$ cat src/rtl/mfbp_pkg.sv
// Package for the MSB-first bit packer: field widths, item codes,
// derived sizes of the packing word and the result buffer, shared structs.
// No dependencies.
package mfbp_pkg;

	localparam int MAX_FIELD_BITS = 32;

	localparam int COUNT_W = 6;
	localparam int DATA_W  = 32;
	localparam int FILL_W  = 2;
	localparam int BYTE_W  = 8;
	localparam int FREE_W  = 4;

	// packing word: partial byte plus the widest field, rounded up to bytes
	localparam int ACC_BYTES = (MAX_FIELD_BITS + 15) / 8;
	localparam int ACC_W     = ACC_BYTES * 8;
	localparam int SH_W      = $clog2(ACC_W + 1);
	localparam int IDX_W     = $clog2(ACC_BYTES);

	// most bytes one item can complete
	localparam int MAX_BYTES = (MAX_FIELD_BITS + 7) / 8;
	localparam int RES_W     = $clog2(MAX_BYTES + 1);

	localparam logic KIND_WRITE = 1'b0;
	localparam logic KIND_FLUSH = 1'b1;

	localparam logic [FILL_W-1:0] FILL_ZERO = 2'd0;
	localparam logic [FILL_W-1:0] FILL_ONE  = 2'd1;
	localparam logic [FILL_W-1:0] FILL_DROP = 2'd2;

	localparam logic [BYTE_W-1:0] BYTE_MASK  = 8'hFF;
	localparam logic [FREE_W-1:0] EMPTY_FREE = 4'd8;

	typedef struct packed {
		logic [BYTE_W-1:0] pending;
		logic [FREE_W-1:0] free;
	} pack_state_t;

	typedef struct packed {
		logic [MAX_BYTES-1:0][BYTE_W-1:0] bytes;
		logic [RES_W-1:0]                 count;
		pack_state_t                      next;
	} pack_res_t;

endpackage

$ cat src/rtl/mfbp_in_if.sv
// Input item channel of the MSB-first bit packer: valid/ready plus item fields.
// Depends on mfbp_pkg.
interface mfbp_in_if;
	logic                         valid;
	logic                         ready;
	logic                         kind;
	logic [mfbp_pkg::COUNT_W-1:0] bit_count;
	logic [mfbp_pkg::DATA_W-1:0]  bit_data;
	logic [mfbp_pkg::FILL_W-1:0]  fill_mode;

	modport source (output valid, kind, bit_count, bit_data, fill_mode, input ready);
	modport sink   (input valid, kind, bit_count, bit_data, fill_mode, output ready);
endinterface

$ cat src/rtl/mfbp_out_if.sv
// Output byte channel of the MSB-first bit packer: valid/ready plus byte and last flag.
// Depends on mfbp_pkg.
interface mfbp_out_if;
	logic                        valid;
	logic                        ready;
	logic [mfbp_pkg::BYTE_W-1:0] out_byte;
	logic                        last;

	modport source (output valid, out_byte, last, input ready);
	modport sink   (input valid, out_byte, last, output ready);
endinterface

$ cat src/rtl/mfbp_core.sv
// Combinational packing step: merges one item into the partial byte and
// returns the completed bytes and the next partial-byte state. Depends on mfbp_pkg.
module mfbp_core (
	input  logic                         kind,
	input  logic [mfbp_pkg::COUNT_W-1:0] bit_count,
	input  logic [mfbp_pkg::DATA_W-1:0]  bit_data,
	input  logic [mfbp_pkg::FILL_W-1:0]  fill_mode,
	input  mfbp_pkg::pack_state_t        st,
	output mfbp_pkg::pack_res_t          res
);
	import mfbp_pkg::*;

	localparam logic [COUNT_W-1:0] MAX_CNT = COUNT_W'(MAX_FIELD_BITS);

	logic [FREE_W-1:0]  used;
	logic [COUNT_W-1:0] cnt_sat;
	logic [ACC_W-1:0]   data_m;
	logic [SH_W-1:0]    total;
	logic [ACC_W-1:0]   acc;
	logic [BYTE_W-1:0]  acc_bytes [ACC_BYTES];
	logic [IDX_W-1:0]   done_idx;
	logic [BYTE_W-1:0]  flush_byte;

	assign used    = EMPTY_FREE - st.free;
	assign cnt_sat = (bit_count > MAX_CNT) ? MAX_CNT : bit_count;
	assign data_m  = ACC_W'(bit_data) & ~({ACC_W{1'b1}} << cnt_sat);
	assign total   = SH_W'(used) + SH_W'(cnt_sat);

	// left-align the stream: held bits on top, field right behind them
	assign acc = {st.pending, {(ACC_W-BYTE_W){1'b0}}}
		| (data_m << (SH_W'(ACC_W) - total));

	for (genvar k = 0; k < ACC_BYTES; k++) begin : g_split
		assign acc_bytes[k] = acc[ACC_W-1-8*k -: 8];
	end

	assign done_idx = IDX_W'(total[SH_W-1:3]);

	assign flush_byte = (fill_mode == FILL_ZERO) ? st.pending
		: (st.pending | ~(BYTE_MASK << st.free));

	always_comb begin
		for (int k = 0; k < MAX_BYTES; k++) begin
			res.bytes[k] = acc_bytes[k];
		end
		if (kind == KIND_FLUSH) begin
			res.bytes[0]     = flush_byte;
			res.count        = (st.free != EMPTY_FREE && fill_mode != FILL_DROP)
				? RES_W'(1) : '0;
			res.next.pending = '0;
			res.next.free    = EMPTY_FREE;
		end else begin
			// a zero count or a short field leaves total below a byte: nothing out
			res.count        = RES_W'(total[SH_W-1:3]);
			res.next.pending = acc_bytes[done_idx];
			res.next.free    = EMPTY_FREE - FREE_W'(total[2:0]);
		end
	end

endmodule

$ cat src/rtl/msb_first_bit_packer.sv
// Top level of the MSB-first bit packer: input register, packing step, byte buffer.
// Depends on mfbp_pkg, mfbp_in_if, mfbp_out_if and mfbp_core.
//
//   channel  dir  carries                                   one transfer is
//   item     in   kind, bit_count, bit_data, fill_mode      one write or flush
//   result   out  out_byte, last                            one packed byte
//
// An item is registered, then packed into a buffer of up to MAX_BYTES
// bytes, which drains one byte per cycle while result is ready. An item that
// completes n bytes occupies the buffer until its last byte is taken, so a
// 32-bit write can complete up to 4 bytes; items with no bytes go at one a cycle.
// The next item is taken while the buffer still drains. Reset empties the
// partial byte and drops all buffered bytes. A stalled result holds everything.
module msb_first_bit_packer (
	input logic        clk,
	input logic        arst_n,
	mfbp_in_if.sink    item,
	mfbp_out_if.source result
);
	import mfbp_pkg::*;

	logic               valid_s1;
	logic               kind_s1;
	logic [COUNT_W-1:0] bit_count_s1;
	logic [DATA_W-1:0]  bit_data_s1;
	logic [FILL_W-1:0]  fill_mode_s1;

	pack_state_t        state_q;
	pack_res_t          res;

	logic [BYTE_W-1:0]  bytes_q [MAX_BYTES];
	logic [RES_W-1:0]   cnt_q;

	logic               pop;
	logic               buf_free;
	logic               load;

	assign pop      = result.valid && result.ready;
	assign buf_free = (cnt_q == '0) || (cnt_q == RES_W'(1) && result.ready);
	assign load     = valid_s1 && buf_free;

	assign item.ready      = !valid_s1 || buf_free;
	assign result.valid    = (cnt_q != '0);
	assign result.out_byte = bytes_q[0];
	assign result.last     = (cnt_q == RES_W'(1));

	mfbp_core u_core (
		.kind      (kind_s1),
		.bit_count (bit_count_s1),
		.bit_data  (bit_data_s1),
		.fill_mode (fill_mode_s1),
		.st        (state_q),
		.res       (res)
	);

	always_ff @(posedge clk or negedge arst_n) begin
		if (!arst_n) begin
			valid_s1        <= 1'b0;
			cnt_q           <= '0;
			state_q.pending <= '0;
			state_q.free    <= EMPTY_FREE;
		end else begin
			if (item.ready) begin
				valid_s1 <= item.valid;
			end
			if (load) begin
				cnt_q   <= res.count;
				state_q <= res.next;
			end else if (pop) begin
				cnt_q <= cnt_q - RES_W'(1);
			end
		end
	end

	always_ff @(posedge clk) begin
		if (item.ready && item.valid) begin
			kind_s1      <= item.kind;
			bit_count_s1 <= item.bit_count;
			bit_data_s1  <= item.bit_data;
			fill_mode_s1 <= item.fill_mode;
		end
		if (load) begin
			for (int k = 0; k < MAX_BYTES; k++) begin
				bytes_q[k] <= res.bytes[k];
			end
		end else if (pop) begin
			// advance the next byte to the head
			for (int k = 0; k < MAX_BYTES - 1; k++) begin
				bytes_q[k] <= bytes_q[k+1];
			end
		end
	end

endmodule
$ cat src/flat_wrapper.sv
// flat-port wrapper written by rule: the top's interface ports become plain ports
module msb_first_bit_packer_flat import mfbp_pkg::*;
  (clk, arst_n, item_valid, item_kind, item_bit_count, item_bit_data, item_fill_mode, item_ready, result_valid, result_out_byte, result_last, result_ready);
  mfbp_in_if item_i ();
  mfbp_out_if result_i ();
  input logic clk;
  input logic arst_n;
  input wire logic [$bits(item_i.valid)-1:0] item_valid;
  input wire logic [$bits(item_i.kind)-1:0] item_kind;
  input wire logic [$bits(item_i.bit_count)-1:0] item_bit_count;
  input wire logic [$bits(item_i.bit_data)-1:0] item_bit_data;
  input wire logic [$bits(item_i.fill_mode)-1:0] item_fill_mode;
  output wire logic [$bits(item_i.ready)-1:0] item_ready;
  output wire logic [$bits(result_i.valid)-1:0] result_valid;
  output wire logic [$bits(result_i.out_byte)-1:0] result_out_byte;
  output wire logic [$bits(result_i.last)-1:0] result_last;
  input wire logic [$bits(result_i.ready)-1:0] result_ready;
  assign item_i.valid = item_valid;
  assign item_i.kind = item_kind;
  assign item_i.bit_count = item_bit_count;
  assign item_i.bit_data = item_bit_data;
  assign item_i.fill_mode = item_fill_mode;
  assign item_ready = item_i.ready;
  assign result_valid = result_i.valid;
  assign result_out_byte = result_i.out_byte;
  assign result_last = result_i.last;
  assign result_i.ready = result_ready;
  msb_first_bit_packer u_core (.clk(clk), .arst_n(arst_n), .item(item_i), .result(result_i));
endmodule
$ cat config.mk
export PLATFORM = sky130hd
export DESIGN_NAME = msb_first_bit_packer_flat
export DESIGN_NICKNAME = d
export VERILOG_FILES = /design/src/rtl/mfbp_pkg.sv /design/src/rtl/mfbp_in_if.sv /design/src/rtl/mfbp_out_if.sv /design/src/rtl/mfbp_core.sv /design/src/rtl/msb_first_bit_packer.sv /design/src/flat_wrapper.sv
export SDC_FILE = /design/constraint.sdc
export NUM_CORES = 1
export LEC_CHECK = 0
export ABC_AREA = 1
export BUFFER_PORTS_ARGS = -buffer_cell sky130_fd_sc_hd__buf_2
export CORE_AREA = 2 2 140 101
export DETAILED_ROUTE_END_ITERATION = 8
export DIE_AREA = 0 0 142 103
export GPL_TIMING_DRIVEN = 0
export PLACE_DENSITY = 0.71
export SYNTH_ARGS = -nofsm -noshare
export SYNTH_HDL_FRONTEND = slang
export SYNTH_SLANG_ARGS = --single-unit
$ cat constraint.sdc
create_clock -name clk -period 5.4 [get_ports clk]
set_input_delay 0.54 -clock clk [delete_from_list [all_inputs] [get_ports clk]]
set_output_delay 0.54 -clock clk [all_outputs]
set_load 0.02 [all_outputs]
Yosys cells after proc, flatten, opt, wreduce, memory -nomap -nowiden
Memories as Yosys holds them, arrays and structs flattened.
Cells that the tools add are included.
{"block": "op_classes", "order_cmp": 2, "mux": 18, "shift": 3, "bitwise": 9, "n_reduce_logical": 12, "eq_ne": 3, "add_sub_neg": 5}
{"operator": "two-way mux 8 bit", "count": 7}
{"operator": "AND 32 x 40 -> 40 bit", "count": 1}
{"operator": "inverter 40 bit", "count": 1}
{"operator": "OR 40 bit", "count": 1}
{"operator": "<< shifter 40 x 6 -> 40 bit", "count": 1}
{"operator": "<< shifter 40 x 6 -> 40 bit (first input constant)", "count": 1}
{"operator": "binary-select mux 8 bit (select 3 bit)", "count": 1}
{"operator": "two-way mux 15 bit", "count": 1}
{"operator": "inverter 8 bit", "count": 1}
{"operator": "OR 8 bit", "count": 1}
{"operator": "<< shifter 8 x 4 -> 8 bit (first input constant)", "count": 1}
{"operator": "adder 4 x 6 -> 6 bit", "count": 1}
{"operator": "> comparator 6 bit (second input constant)", "count": 1}
{"operator": "two-way mux 1 bit", "count": 6}
{"operator": "two-way mux 3 bit", "count": 2}
{"operator": "two-way mux 6 bit", "count": 1}
{"operator": "subtractor 6 bit (first input constant)", "count": 1}
{"operator": "logical AND 1 bit", "count": 5}
{"operator": "greater-or-equal comparator 4 bit (second input constant)", "count": 1}
{"operator": "!= test 4 bit (second input constant)", "count": 1}
{"operator": "inverter 3 -> 4 bit", "count": 1}
{"operator": "subtractor 4 x 3 -> 4 bit (first input constant)", "count": 1}
{"operator": "subtractor 4 bit (first input constant)", "count": 1}
{"operator": "== test 3 x 1 -> 1 bit (second input constant)", "count": 1}
{"operator": "9 further kinds", "count": 12}
{"block": "totals", "reg_bits": 57, "ramBits": 32, "word_cells": 61, "memories": 1}
{"name": "u_core.bytes_q", "depth": 4, "word_bits": 8, "read_ports": 4, "rd_ports_with_merged_regs": 0, "wr": 4, "line_no": "msb_first_bit_packer.sv:31", "text": "logic [BYTE_W-1:0] bytes_q [MAX_BYTES];"}

Logic depth before layout (Yosys ltp)
{"block": "logic_depth", "word_depth": 12, "mapped_depth": 30}

Modules after synthesis
A second synthesis with hierarchy kept.
{"block": "hier_totals", "cells_unflattened": 1094, "area_unflattened_um2": 7370.8}
{"mod": "mfbp_core", "seq_area_each_um2": 0.0, "area_each_um2": 4022.6, "cells_per_inst": 846, "instances": 1}
{"mod": "msb_first_bit_packer", "seq_area_each_um2": 2593.7, "area_each_um2": 3348.2, "cells_per_inst": 248, "instances": 1}

Worst setup path after synthesis
Ideal clock, no wire load.
{"block": "synth_timing", "path_type": "register to register", "from": "reg u_core.bit_count_s1[5]", "to": "mem u_core.bytes_q[0][6] (data pin)", "required_time_ns": 5.136, "arrival_ns": 3.259, "stages_incl_launch_ff": 20, "path_buffers": 5, "setup_time_ns": 0.264, "path_slack_ns": 1.877, "path_cell_list": "edfxtp_1 > buf_4 > nor2_1 > ha_1 > clkbuf_1 > clkinv_1 > clkbuf_1 > ha_1 > clkbuf_1 > buf_1 > nand3_1 > o21a_1 > o21ai_0 > nand2_1 > o21ai_0 > nor2_1 > o21ai_1 > nand2_1 > nor2_1 > o21ai_1"}
{"item": "from (decl)", "line_no": "msb_first_bit_packer.sv:24", "text": "logic [COUNT_W-1:0] bit_count_s1;"}
{"item": "from (signal assigned)", "line_no": "msb_first_bit_packer.sv:78", "text": "bit_count_s1 <= item.bit_count;"}
{"item": "to (decl)", "line_no": "msb_first_bit_packer.sv:31"}

Worst setup path in the final report
{"block": "layout_timing", "from": "reg u_core.bit_count_s1[5]", "to": "reg u_core.state_q[6] (netlist name)"}
{"block": "layout_between", "elab_chain_len": 11}
{"item": "> comparator 6 bit", "line_no": "mfbp_core.sv:25", "text": "assign cnt_sat = (bit_count > MAX_CNT) ? MAX_CNT : bit_count;"}
{"item": "two-way mux 6 bit *", "line_no": "mfbp_core.sv:25"}
{"item": "branches (longest 5 deep; another with adder 4 x 6 -> 6 bit)"}
{"item": "binary-select mux 8 bit (select 3 bit) *", "line_no": "mfbp_core.sv:55", "text": "res.next.pending = acc_bytes[done_idx];"}
{"item": "two-way mux 8 bit (implied by the code) * (2 in a row)", "line_no": "mfbp_core.sv:55"}
{"item": "two-way mux 15 bit *", "line_no": "mfbp_core.sv:46", "text": "if (kind == KIND_FLUSH) begin"}
{"item": "to (signal assigned)", "line_no": "msb_first_bit_packer.sv:68", "text": "state_q <= res.next;"}
{"item": "to (decl)", "line_no": "msb_first_bit_packer.sv:28", "text": "pack_state_t state_q;"}
Mark *: on every way between the ends. The select of a mux whose other input is x is not followed.
A chain may end at the register's enable or synchronous reset.

==> flow_metrics.py <==
metrics = {
    "outcome": {
        "status": "finished clean",
    },
    "global_routing": {
        "gr-total-overflow": 0,
        "grt_first_pass_wirelength_um": 35400,
        "grt_use_total_pct": 32.31,
        "grt_max_degree": 42,
        "grt_pass1_vias": 6510,
        "antenna_found_initial": 0,
    },
    "die": {
        "row_count": 36,
        "die_h_um": 103,
        "die_w_um": 142,
        "initial_core_util_pct": 51.32,
        "die_area_um2": 14630,
        "pin_count": 56,
        "core-area_um2": 13470,
    },
    "sta": {
        "slew_headroom_pct": 34.44,
        "rsz0062_at_grt": "false",
        "hold_viol_final": 0,
        "setup_viol": 0,
        "finalCritPeriodShare_pct": 90.34,
        "drv_slew": 0,
        "min_period_ns": 4.878,
        "fmaxAchievable_mhz": 205.0,
        "setup_tns_ns": 0,
        "clock_skew_ns": 0.006206,
        "tightestPinTransition_ns": 0.9824,
    },
    "detailed_routing": {
        "antenna_left": 0,
        "via_per_inst": 5.901,
        "num_vias": 7329,
        "wl_um": 22940,
        "wl_per_cell_um": 18.47,
        "drtPass1Iterations": 7,
        "drc": 0,
        "drtIter0Drc": 1025,
    },
    "clocking": {
        "clk_latency_ns": 0.35,
        "clock-sinks": 89,
        "clk_pin_slew_ns": 0.07,
        "cts_made_buffers": 9,
        "cts_resized": 0,
        "ctsHoldBuffers": 0,
        "htreeDepth": 3,
        "postCtsSetupRepairBufs": 0,
        "clk_path_buf_depth": 2,
        "cts_root_buf": "clkbuf_16",
        "cts_tree": "done",
    },
    "critical_path": {
        "crit_path_cell_trace": "buf_4 -> nor2_1 -> ha_1 -> clkbuf_1 -> clkinv_1 -> clkbuf_1 -> ha_1 -> clkbuf_1 -> inv_2 -> clkbuf_1 -> a31oi_1 -> o21ai_0 -> nand2_1 -> o21ai_0 -> nand2_1 -> nand3_1 -> a21oi_1 -> nand2_1 -> nand2_1 -> nand2_1 -> nand2_1",
        "cp_slowest_cell": "clkbuf_1",
        "cp.buffers_inverters": 7,
        "end_kind": "register",
        "crit_required_ns": 5.64,
        "worstPathArrival_ns": 5.12,
        "cp_top_family": "buffers and inverters",
        "cpPeakStageDelay_ns": 0.50,
        "worstSetupPathType": "register to register",
        "critPathLaunchType": "register",
        "critPathMaxFanout": 10,
        "cp_common_cell": "nand2_1",
    },
    "yosys": {
        "synth_ff_type": "edfxtp_1",
        "ys_seq_elements": 89,
        "synth-seq-area-share_pct": 37.53,
        "syn_inst": 999,
        "synth_area_per_cell_um2": 6.919,
        "synth_area_leaders": "edfxtp_1 32%, nand2_1 21%, nand3_1 7.4%",
        "yosys_warnings": 0,
        "synth_edf_count": 73,
        "synth_top_area_share_pct": 31.72,
        "synthDistinctLibCells": 47,
        "synth_top_cell_by_area": "edfxtp_1",
        "syn_nets": 1055,
        "async_flop_share_pct": 17.98,
        "syn_area_um2": 6912,
    },
    "cells_and_area": {
        "regArea_um2": 2594,
        "drive_gt1_share_pct": 14.29,
        "synthToLayoutAreaGrowth_pct": 12.80,
        "antenna_cells": 0,
        "most-common-layout-cells": "382 x nand2_1, 102 x nand3_1, 75 x nor2_1",
        "fill_cells": 1310,
        "mostFrequentLayoutCell": "nand2_1",
        "multiInputGateArea_um2": 3776,
        "layout.nets": 1122,
        "instances_no_fill": 1242,
    },
    "job": {
        "drv_cap": 0,
    },
    "min_path": {
        "hold_class": "primary input to async pin",
    },
    "place": {
        "portBuffers": 55,
        "gp_congestion": 1.037,
        "dpl.cell_count": 1226,
        "hpwl_um": 18350,
    },
}
[routing by layer]
layer  up-vias  global-route usage, %  share of wire, %
met5         -                  1.974                 0
met4         0                  5.769              0.68
met3        26                  10.73                15
met2       452                  43.66                38
met1      3378                  49.62                47
li1       3473                      -                 -
[cell usage after synthesis, drive strengths merged (2+ instances only)]
master / instances
nand3: 115
nor2: 85
a31oi: 4
clkinv: 2
nand2: 397
o2111ai: 2
buf: 28
edfxtp: 73
clkbuf: 19
xor2: 2
o22ai: 4
o32ai: 3
a21oi: 21
dfrtp: 15
a21boi: 4
inv: 72
or2: 3
nand4: 23
and2: 2
o21ai: 87
o31ai: 9
nor3: 4
ha: 11
o21a: 2
o211ai: 5
[path summary, 6_finish.rpt]
kind | startpoint | endpoint | slack, ns | cells past startpoint
hold reg to reg | u_core.state_q[7]$_DFFE_PN0P_ | u_core.state_q[7]$_DFFE_PN0P_ | 0.49 | 2
setup / recovery | u_core.bit_count_s1[5]$_DFFE_PP_ | u_core.state_q[6]$_DFFE_PN0P_ | 0.52 | 21
setup reg to reg | u_core.bit_count_s1[5]$_DFFE_PP_ | u_core.state_q[6]$_DFFE_PN0P_ | 0.52 | 21
max in group asynchronous | arst_n | u_core.state_q[3]$_DFFE_PN1P_ | 4.94 | 1
min in group clk | item_bit_data[24] | u_core.bit_data_s1[24]$_DFFE_PP_ | 0.36 | 1
hold / removal | arst_n | u_core.state_q[0]$_DFFE_PN0P_ | 0.12 | 1
[per-stage QoR]
step	setup slack, ns	util [%]	instance area, um2	hold slack [ns]
5_1_grt	0.2816	57.89	7796	0.1513
4_1_cts	0.7293	57.89	7796	0.1332
2_1_floorplan	1.877	-	6912	0.2444
6_report	0.5215	57.89	7796	0.1249
3_5_place_dp	0.7558	55.09	7420	0.4656
3_3_place_gp	0.7937	54.95	7401	0.4634
[layout make-up]
| cell class | count | share of cell area, % |
|---|---|---|
| multi-input cells | 789 | 48.44 |
| flip-flops and latches | 89 | 33.27 |
| repair buffers | 56 | 3.723 |
| inverters | 74 | 3.595 |
| plain buffers | 47 | 3.402 |
| clock buffers | 10 | 3.065 |
| well taps | 171 | 2.744 |
| clock inverters | 6 | 1.765 |
[state kept, by name (all words and copies together) (netlist names)]
register,cells
u_core.cnt_q,3
u_core.bit_count_s1,6
u_core.bytes_q,32
u_core.bit_data_s1,32
u_core.valid_s1,1
u_core.state_q,12
u_core.kind_s1,1
u_core.fill_mode_s1,2
[cell families after synthesis]
group           synth area share [%]
flops                          37.53
mux                           0.1448
simple gates                   40.31
fa+ha+maj                      1.991
buf+inv                        7.893
xor+xnor                      0.2535
compound gates                 11.88
Power is not shown: default switching activity piles up to over one toggle a cycle in this logic, so the estimate is an artifact.
